<file path="config.mk">
export PLATFORM = sky130hd
export DESIGN_NAME = dautv_div
export DESIGN_NICKNAME = d
export VERILOG_FILES = /design/src/design/diamond_angle_to_unit_vector_defines.svh /design/src/design/dautv_pkg.sv /design/src/design/dautv_div.sv
export SDC_FILE = /design/constraint.sdc
export NUM_CORES = 2
export LEC_CHECK = 0
export BUFFER_PORTS_ARGS = -buffer_cell sky130_fd_sc_hd__buf_2
export CAP_MARGIN = 20
export CORE_ASPECT_RATIO = 0.9
export CORE_MARGIN = 5
export CORE_UTILIZATION = 56
export DETAILED_ROUTE_END_ITERATION = 10
export PLACE_DENSITY = 0.72
export SLEW_MARGIN = 20
export SYNTH_ARGS = -nofsm -noshare
export SYNTH_HDL_FRONTEND = slang
export SYNTH_SLANG_ARGS = --single-unit
</file>
<file path="constraint.sdc">
create_clock -name clk -period 6 [get_ports clk]
set_input_delay 0.9 -clock clk [delete_from_list [all_inputs] [get_ports clk]]
set_output_delay 0.9 -clock clk [all_outputs]
set_load 0.02 [all_outputs]
</file>
<file path="src/design/diamond_angle_to_unit_vector_defines.svh">
// Assertion macros shared by the diamond angle to unit vector design.
`ifndef DIAMOND_ANGLE_TO_UNIT_VECTOR_DEFINES_SVH
`define DIAMOND_ANGLE_TO_UNIT_VECTOR_DEFINES_SVH

// Same-cycle implication, checked outside reset.
`define DAUTV_ASSERT_IMPLY(label, ck, rn, ante, cons, msg) \
label: assert property (@(posedge ck) disable iff (!rn) (ante) |-> (cons)) \
	else $error(msg);

// Next-cycle implication, checked outside reset.
`define DAUTV_ASSERT_NEXT(label, ck, rn, ante, cons, msg) \
label: assert property (@(posedge ck) disable iff (!rn) (ante) |=> (cons)) \
	else $error(msg);

`endif

</file>
<file path="src/design/dautv_pkg.sv">
// Constants and types shared by the diamond angle to unit vector design.
package dautv_pkg;

	localparam int FRAC_BITS  = 16;
	localparam int ANGLE_BITS = 24;
	localparam int OUT_BITS   = FRAC_BITS + 2;
	localparam int D_BITS     = FRAC_BITS + 2;
	localparam int MAG_BITS   = FRAC_BITS + 1;
	localparam int SQ_BITS    = 2 * FRAC_BITS + 1;

	// Square root: radicand is len2 scaled to sit at or below 2^62.
	localparam int SQRT_SHIFT = 62 - 2 * FRAC_BITS;
	localparam int RAD_BITS   = 64;
	localparam int ROOT_BITS  = 32;
	localparam int SQRT_STEPS = RAD_BITS / 2;
	localparam int SREM_BITS  = ROOT_BITS + 3;

	// Division: numerator is mag * 2^31 plus half the root.
	localparam int NUM_SHIFT  = 31;
	localparam int NUM_BITS   = MAG_BITS + NUM_SHIFT;
	localparam int QUO_BITS   = FRAC_BITS + 1;
	localparam int DREM_BITS  = ROOT_BITS + 1;

	localparam logic [D_BITS-1:0] ONE_D   = {2'b01, {FRAC_BITS{1'b0}}};
	localparam logic [D_BITS-1:0] TWO_D   = {2'b10, {FRAC_BITS{1'b0}}};
	localparam logic [D_BITS-1:0] THREE_D = {2'b11, {FRAC_BITS{1'b0}}};
	localparam logic [QUO_BITS-1:0] ONE_Q = {1'b1, {FRAC_BITS{1'b0}}};
	localparam logic signed [OUT_BITS-1:0] ONE_OUT     = {2'b01, {FRAC_BITS{1'b0}}};
	localparam logic signed [OUT_BITS-1:0] NEG_ONE_OUT = {2'b11, {FRAC_BITS{1'b0}}};

	// Signs and magnitudes of the piecewise linear direction.
	typedef struct packed {
		logic                xneg;
		logic                yneg;
		logic [MAG_BITS-1:0] xmag;
		logic [MAG_BITS-1:0] ymag;
	} side_t;

	typedef struct packed {
		logic                 xneg;
		logic                 yneg;
		logic [NUM_BITS-1:0]  numx;
		logic [NUM_BITS-1:0]  numy;
		logic [ROOT_BITS-1:0] root;
	} div_in_t;

	typedef struct packed {
		logic                xneg;
		logic                yneg;
		logic [QUO_BITS-1:0] qx;
		logic [QUO_BITS-1:0] qy;
	} div_out_t;

endpackage

</file>
<file path="src/design/dautv_div.sv">
// Pipelined restoring divider, two lanes sharing one divisor, one quotient bit per stage.
module dautv_div (
	input  logic                   clk,
	input  logic                   arst_n,
	input  logic                   en,
	input  logic                   in_valid,
	input  dautv_pkg::div_in_t     in_op,
	output logic                   out_valid,
	output dautv_pkg::div_out_t    out_res
);

	logic                                valid_s [1:dautv_pkg::QUO_BITS];
	logic [1:0]                          sign_s  [1:dautv_pkg::QUO_BITS];
	logic [dautv_pkg::QUO_BITS-1:0]      qx_s    [1:dautv_pkg::QUO_BITS];
	logic [dautv_pkg::QUO_BITS-1:0]      qy_s    [1:dautv_pkg::QUO_BITS];
	logic [dautv_pkg::NUM_BITS-1:0]      numx_s  [1:dautv_pkg::QUO_BITS-1];
	logic [dautv_pkg::NUM_BITS-1:0]      numy_s  [1:dautv_pkg::QUO_BITS-1];
	logic [dautv_pkg::ROOT_BITS-1:0]     root_s  [1:dautv_pkg::QUO_BITS-1];
	logic [dautv_pkg::DREM_BITS-1:0]     remx_s  [1:dautv_pkg::QUO_BITS-1];
	logic [dautv_pkg::DREM_BITS-1:0]     remy_s  [1:dautv_pkg::QUO_BITS-1];

	for (genvar g = 0; g < dautv_pkg::QUO_BITS; g++) begin : g_step
		logic                            v_prev;
		logic [1:0]                      sign_prev;
		logic [dautv_pkg::QUO_BITS-1:0]  qx_prev;
		logic [dautv_pkg::QUO_BITS-1:0]  qy_prev;
		logic [dautv_pkg::NUM_BITS-1:0]  numx_prev;
		logic [dautv_pkg::NUM_BITS-1:0]  numy_prev;
		logic [dautv_pkg::ROOT_BITS-1:0] root_prev;
		logic [dautv_pkg::DREM_BITS-1:0] remx_prev;
		logic [dautv_pkg::DREM_BITS-1:0] remy_prev;
		logic [dautv_pkg::DREM_BITS-1:0] divisor;
		logic [dautv_pkg::DREM_BITS-1:0] remx_sh;
		logic [dautv_pkg::DREM_BITS-1:0] remy_sh;
		logic                            gex;
		logic                            gey;

		if (g == 0) begin : g_first
			// Upper numerator bits are already below the divisor.
			assign v_prev    = in_valid;
			assign sign_prev = {in_op.xneg, in_op.yneg};
			assign qx_prev   = '0;
			assign qy_prev   = '0;
			assign numx_prev = in_op.numx;
			assign numy_prev = in_op.numy;
			assign root_prev = in_op.root;
			assign remx_prev = {{(dautv_pkg::DREM_BITS-dautv_pkg::NUM_BITS+dautv_pkg::QUO_BITS)
				{1'b0}}, in_op.numx[dautv_pkg::NUM_BITS-1:dautv_pkg::QUO_BITS]};
			assign remy_prev = {{(dautv_pkg::DREM_BITS-dautv_pkg::NUM_BITS+dautv_pkg::QUO_BITS)
				{1'b0}}, in_op.numy[dautv_pkg::NUM_BITS-1:dautv_pkg::QUO_BITS]};
		end else begin : g_next
			assign v_prev    = valid_s[g];
			assign sign_prev = sign_s[g];
			assign qx_prev   = qx_s[g];
			assign qy_prev   = qy_s[g];
			assign numx_prev = numx_s[g];
			assign numy_prev = numy_s[g];
			assign root_prev = root_s[g];
			assign remx_prev = remx_s[g];
			assign remy_prev = remy_s[g];
		end

		assign divisor = {1'b0, root_prev};
		assign remx_sh = {remx_prev[dautv_pkg::DREM_BITS-2:0],
			numx_prev[dautv_pkg::QUO_BITS-1-g]};
		assign remy_sh = {remy_prev[dautv_pkg::DREM_BITS-2:0],
			numy_prev[dautv_pkg::QUO_BITS-1-g]};
		assign gex     = remx_sh >= divisor;
		assign gey     = remy_sh >= divisor;

		always_ff @(posedge clk or negedge arst_n) begin
			if (!arst_n) begin
				valid_s[g+1] <= 1'b0;
			end else if (en) begin
				valid_s[g+1] <= v_prev;
			end
		end

		always_ff @(posedge clk) begin
			if (en) begin
				sign_s[g+1] <= sign_prev;
				qx_s[g+1]   <= {qx_prev[dautv_pkg::QUO_BITS-2:0], gex};
				qy_s[g+1]   <= {qy_prev[dautv_pkg::QUO_BITS-2:0], gey};
			end
		end

		if (g < dautv_pkg::QUO_BITS - 1) begin : g_carry
			always_ff @(posedge clk) begin
				if (en) begin
					numx_s[g+1] <= numx_prev;
					numy_s[g+1] <= numy_prev;
					root_s[g+1] <= root_prev;
					remx_s[g+1] <= gex ? (remx_sh - divisor) : remx_sh;
					remy_s[g+1] <= gey ? (remy_sh - divisor) : remy_sh;
				end
			end
		end
	end

	assign out_valid    = valid_s[dautv_pkg::QUO_BITS];
	assign out_res.xneg = sign_s[dautv_pkg::QUO_BITS][1];
	assign out_res.yneg = sign_s[dautv_pkg::QUO_BITS][0];
	assign out_res.qx   = qx_s[dautv_pkg::QUO_BITS];
	assign out_res.qy   = qy_s[dautv_pkg::QUO_BITS];

endmodule

</file>
==> impl_results.md <==
- Run status: completed
- Clock period minus final worst setup slack: 5085 ps
- Cell at the root of the clock tree: sky130_fd_sc_hd__clkbuf_16
- Max-cap violations: 0
- Worst Reg-to-Reg Cells: 13
- Setup crit end: remx_s[0][331]
- Share of final-layout standard cells stronger than drive strength 1: 9.653%
- Routed vias: 93.51k
- Vias in the first global route: 90.09k
- Pleak: 57.89 nW
- Relative contribution of the clock network to total power: 18.2%
- Share of the synthesized area in the top cell type: 49.71%
- Latest clock arrival within the worst-skew pair: 940 ps
- H-tree levels: 4
- Final design utilization: 61.78%
- Slowest-stage cell, CP: sky130_fd_sc_hd__nand4_1
- Sw frac: 40.35%
- CP startpoint: root_s[4][33]
- PwrDens: 576.1 nW/µm²
- Average detailed-routed wire length per instance: roughly 25 µm
- Count of distinct cell types in the synthesized netlist: 95
- Post-detailed-placement cell area: 134400 µm²
- Clock transition time at the flip-flop clock pins of the worst setup and hold paths: 60 ps
- Via count normalized by instance count: ~6.2
- Commonest cells after routing, fill and taps aside: sky130_fd_sc_hd__edfxtp_1, sky130_fd_sc_hd__ha_1, sky130_fd_sc_hd__a21oi_1
- Mean instance size in the synthesized netlist: approximately 11 µm²
- Max Root-Sink Buffers: 4
- Sinks on the clock net: 2165
- Highest attainable clock frequency: 196.6 MHz
- Met3 WL: around 31000 µm
- Number of iterations in the first detailed-routing pass: 9
- Share of power burned in registers: 32.9%
- Kind of end point of the critical path: flop
- Fraction of the yosys area taken by sequential cells: roughly half
- Crit path cell chain: inv_1 -> ha_1 -> nor2b_1 -> o31a_1 -> o2111ai_1 -> a21oi_1 -> o21ai_0 -> nand4_1 -> a31oi_1 -> or3_1 -> nand4_1 -> buf_4 -> a21oi_1
- Commonest non-fill, non-tap cell in the layout: sky130_fd_sc_hd__edfxtp_1
- Routed met2 length: 166600 µm
- Switch Pwr: ~33 mW
- WP data required: 6660 ps
- Number of enable flip-flop cells after synthesis: 2148
- Fin Clk Skew: ~92 ps
- Reg2Reg Launch Point: root_s[4][33]
- Comb pwr share: 49.0%
- Hold buffers post-CTS: 1
- Async S/R FF share, synth: 0.7852%
- Post-CTS Setup Inserts: 0
- DIE AREA: 241400 µm²
- Max-slew violation total from the final report: 0
- Pin slew with the least headroom to its limit: 1246 ps
- Largest stage delay on the critical path: 620 ps
- Worst slew margin relative to its limit: 15.88%
- Wire length of the first global-routing pass: about 560000 µm
- Critical path type: flop to flop
- Clock tree from TritonCTS: built
- Internal power: 48.88 mW
- Cell type with the largest total area after synthesis: sky130_fd_sc_hd__edfxtp_1
- Core Region: about 230000 µm²
- DRC viols: 0
- Width of the die: 517.4 µm
- Initial antenna violation count: 15
- Final worst path period share: 84.75%
- Post-detailed-routing wire length: 382000 µm
- PostCTS Resize Cnt: 0
- Worst Path Arrival: 5740 ps
- GR Overflow Total: 0
- Number of fill cells: 18.17k
- Effective utilization at floorplan: 56.35%
- Total non-filler cell area in the finished layout: 142200 µm²
- Accumulated negative setup slack: 0 ps
- Number of synthesized register bits: 2165
- Area Growth Syn to Fin: 9.625%
- Setup violators final: 0
- Largest cells by area after synthesis: sky130_fd_sc_hd__edfxtp_1, sky130_fd_sc_hd__ha_1, sky130_fd_sc_hd__mux2_2, sky130_fd_sc_hd__xnor2_1, sky130_fd_sc_hd__a21oi_1
- Worst R2R Setup Slack: 910 ps
- R2R Path End: remx_s[0][331]
- Most used DFF post-synth: sky130_fd_sc_hd__edfxtp_1
- Half-perimeter wire length after detailed placement: 300500 µm
- Max rail drop VDD: 283.8 µV
- Synthesized instance count: approximately 12k
- RePlAce Congestion: ~1
- Number of nets at the end of the flow: 13.13k
- Synthesized cell area: 129800 µm²
- Number of buffers inserted by port buffering: 170
- RSZ-0062 raised after global routing: no
- Standard-cell row count: about 170
- Maximum net fanout on the critical path: 38
- Number of warnings issued by yosys: 0
- TritonCTS buffer count: between 200 and 250
- Class of the worst hold path: input port to flop
- CP startpoint kind: flop
- Detailed Route Iter0 Violations: 10.02k
- Die Y-Extent: 466.7 µm
- Hold violation total from the final report: 0
- Pin count of the biggest net entering global routing: 220
- Uppermost routed layer: met4
- Routed length on met1: 165800 µm
- Global-route total usage across every layer: between 30% and 40%
- # IOs: 171
- Synthesized Nets: approximately 13k
- Post-detailed-route count of antenna-violating nets: 0
==> per-stage QoR <==
step | setup WS [ps] | cells | hold WS [ps] | total power [mW]
2_1_floorplan | 2190 | 11639 | 400.3 | 53.99
4_1_cts | 998.0 | 15101 | 47.49 | 81.46
3_3_place_gp | 1126 | 14680 | 400.2 | 65.52
6_report | 914.8 | 15113 | 127.6 | 81.95
3_5_place_dp | 1061 | 14680 | 404.5 | 66.07
5_1_grt | 613.3 | 15109 | 58.02 | 86.74
==> worst min path at each step <==
| stage | from | to | slack [ps] | cells past startpoint |
|---|---|---|---|---|
| 2_1_floorplan | numx_s[0][52] | numx_s[0][100] | 400 | 0 |
| 3_3_place_gp | numx_s[0][528] | numx_s[0][576] | 400 | 0 |
| 3_5_place_dp | numx_s[0][385] | numx_s[0][433] | 400 | 0 |
| 4_1_cts | in_op[36] | numy_s[0][52] | 50 | 1 |
| 5_1_grt | in_op[36] | numy_s[0][52] | 60 | 1 |
| 6_report | in_op[36] | numy_s[0][52] | 130 | 1 |
==> cell type report <==
| cell class | instances | area, µm² | share of cell area [%] |
|---|---|---|---|
| repair buffers | 267 | 1809 | 1.272 |
| well taps | 3042 | 3806 | 2.676 |
| inverters | 822 | 3085 | 2.169 |
| diodes | 12 | 30.03 | 0.02111 |
| clock buffers | 272 | 6020 | 4.232 |
| clock inverters | 148 | 1822 | 1.281 |
| flip-flops and latches | 2165 | 64930 | 45.64 |
| multi-input cells | 8385 | 60750 | 42.71 |
==> routing by layer <==
layer	vias up	track usage, %
li1	43843	-
met5	-	0
met4	0	12.28
met3	707	6.127
met1	45230	43.39
met2	3732	47.47
==> state kept, by name, summed over array words and instances (netlist names) <==
signal,flops
remx_s,512
remy_s,512
root_s,512
qx_s,153
qy_s,153
numx_s,136
numy_s,136
sign_s,34
g_step.v_prev,16
out_valid,1
==> kinds of logic (layout without fill, tap and decap cells) <==
family | after synthesis | count (layout) | synth area share [%]
compound gates | 3250 | 3250 | 15.64
xor+xnor | 864 | 864 | 5.832
mux | 532 | 532 | 4.573
simple gates | 2619 | 2619 | 9.651
other cells | 0 | 12 | 0
buf+inv | 1089 | 1509 | 3.280
fa+ha+maj | 1120 | 1120 | 10.99
flops | 2165 | 2165 | 50.04
==> synth_stat cells (all sizes together), types with 184 or more instances <==
cell type,instances
xor2,330
ha,1088
nor2,557
nand3,194
edfxtp,2148
a21o,550
mux2,486
clkbuf,202
xnor2,534
nand2,897
nor2b,184
inv,822
a21oi,931
o21ai,900
==> critical path: cells and delay by family (launching register included) <==
kind	cells	cell delay (ps)
AO/OA/AOI/OAI	6	2140
flip-flops	1	510
AND/OR/NAND/NOR	4	1170
buffers and inverters	2	670
adder cells (fa/ha/maj)	1	320
==> power by group through the flow <==
| stage | sequential (mW) | clock [mW] | combinational (mW) |
|---|---|---|---|
| final | 26.9 | 14.9 | 40.1 |
| after global routing | 27.1 | 15.8 | 43.7 |
| after CTS | 26.9 | 15.2 | 39.4 |
| after detailed placement | 27.0 | 0 | 39.0 |
| after global placement | 27.1 | 0 | 38.4 |
| after floorplan | 24.8 | 0 | 29.2 |
No activity file was read; power rests on OpenSTA's default activity.
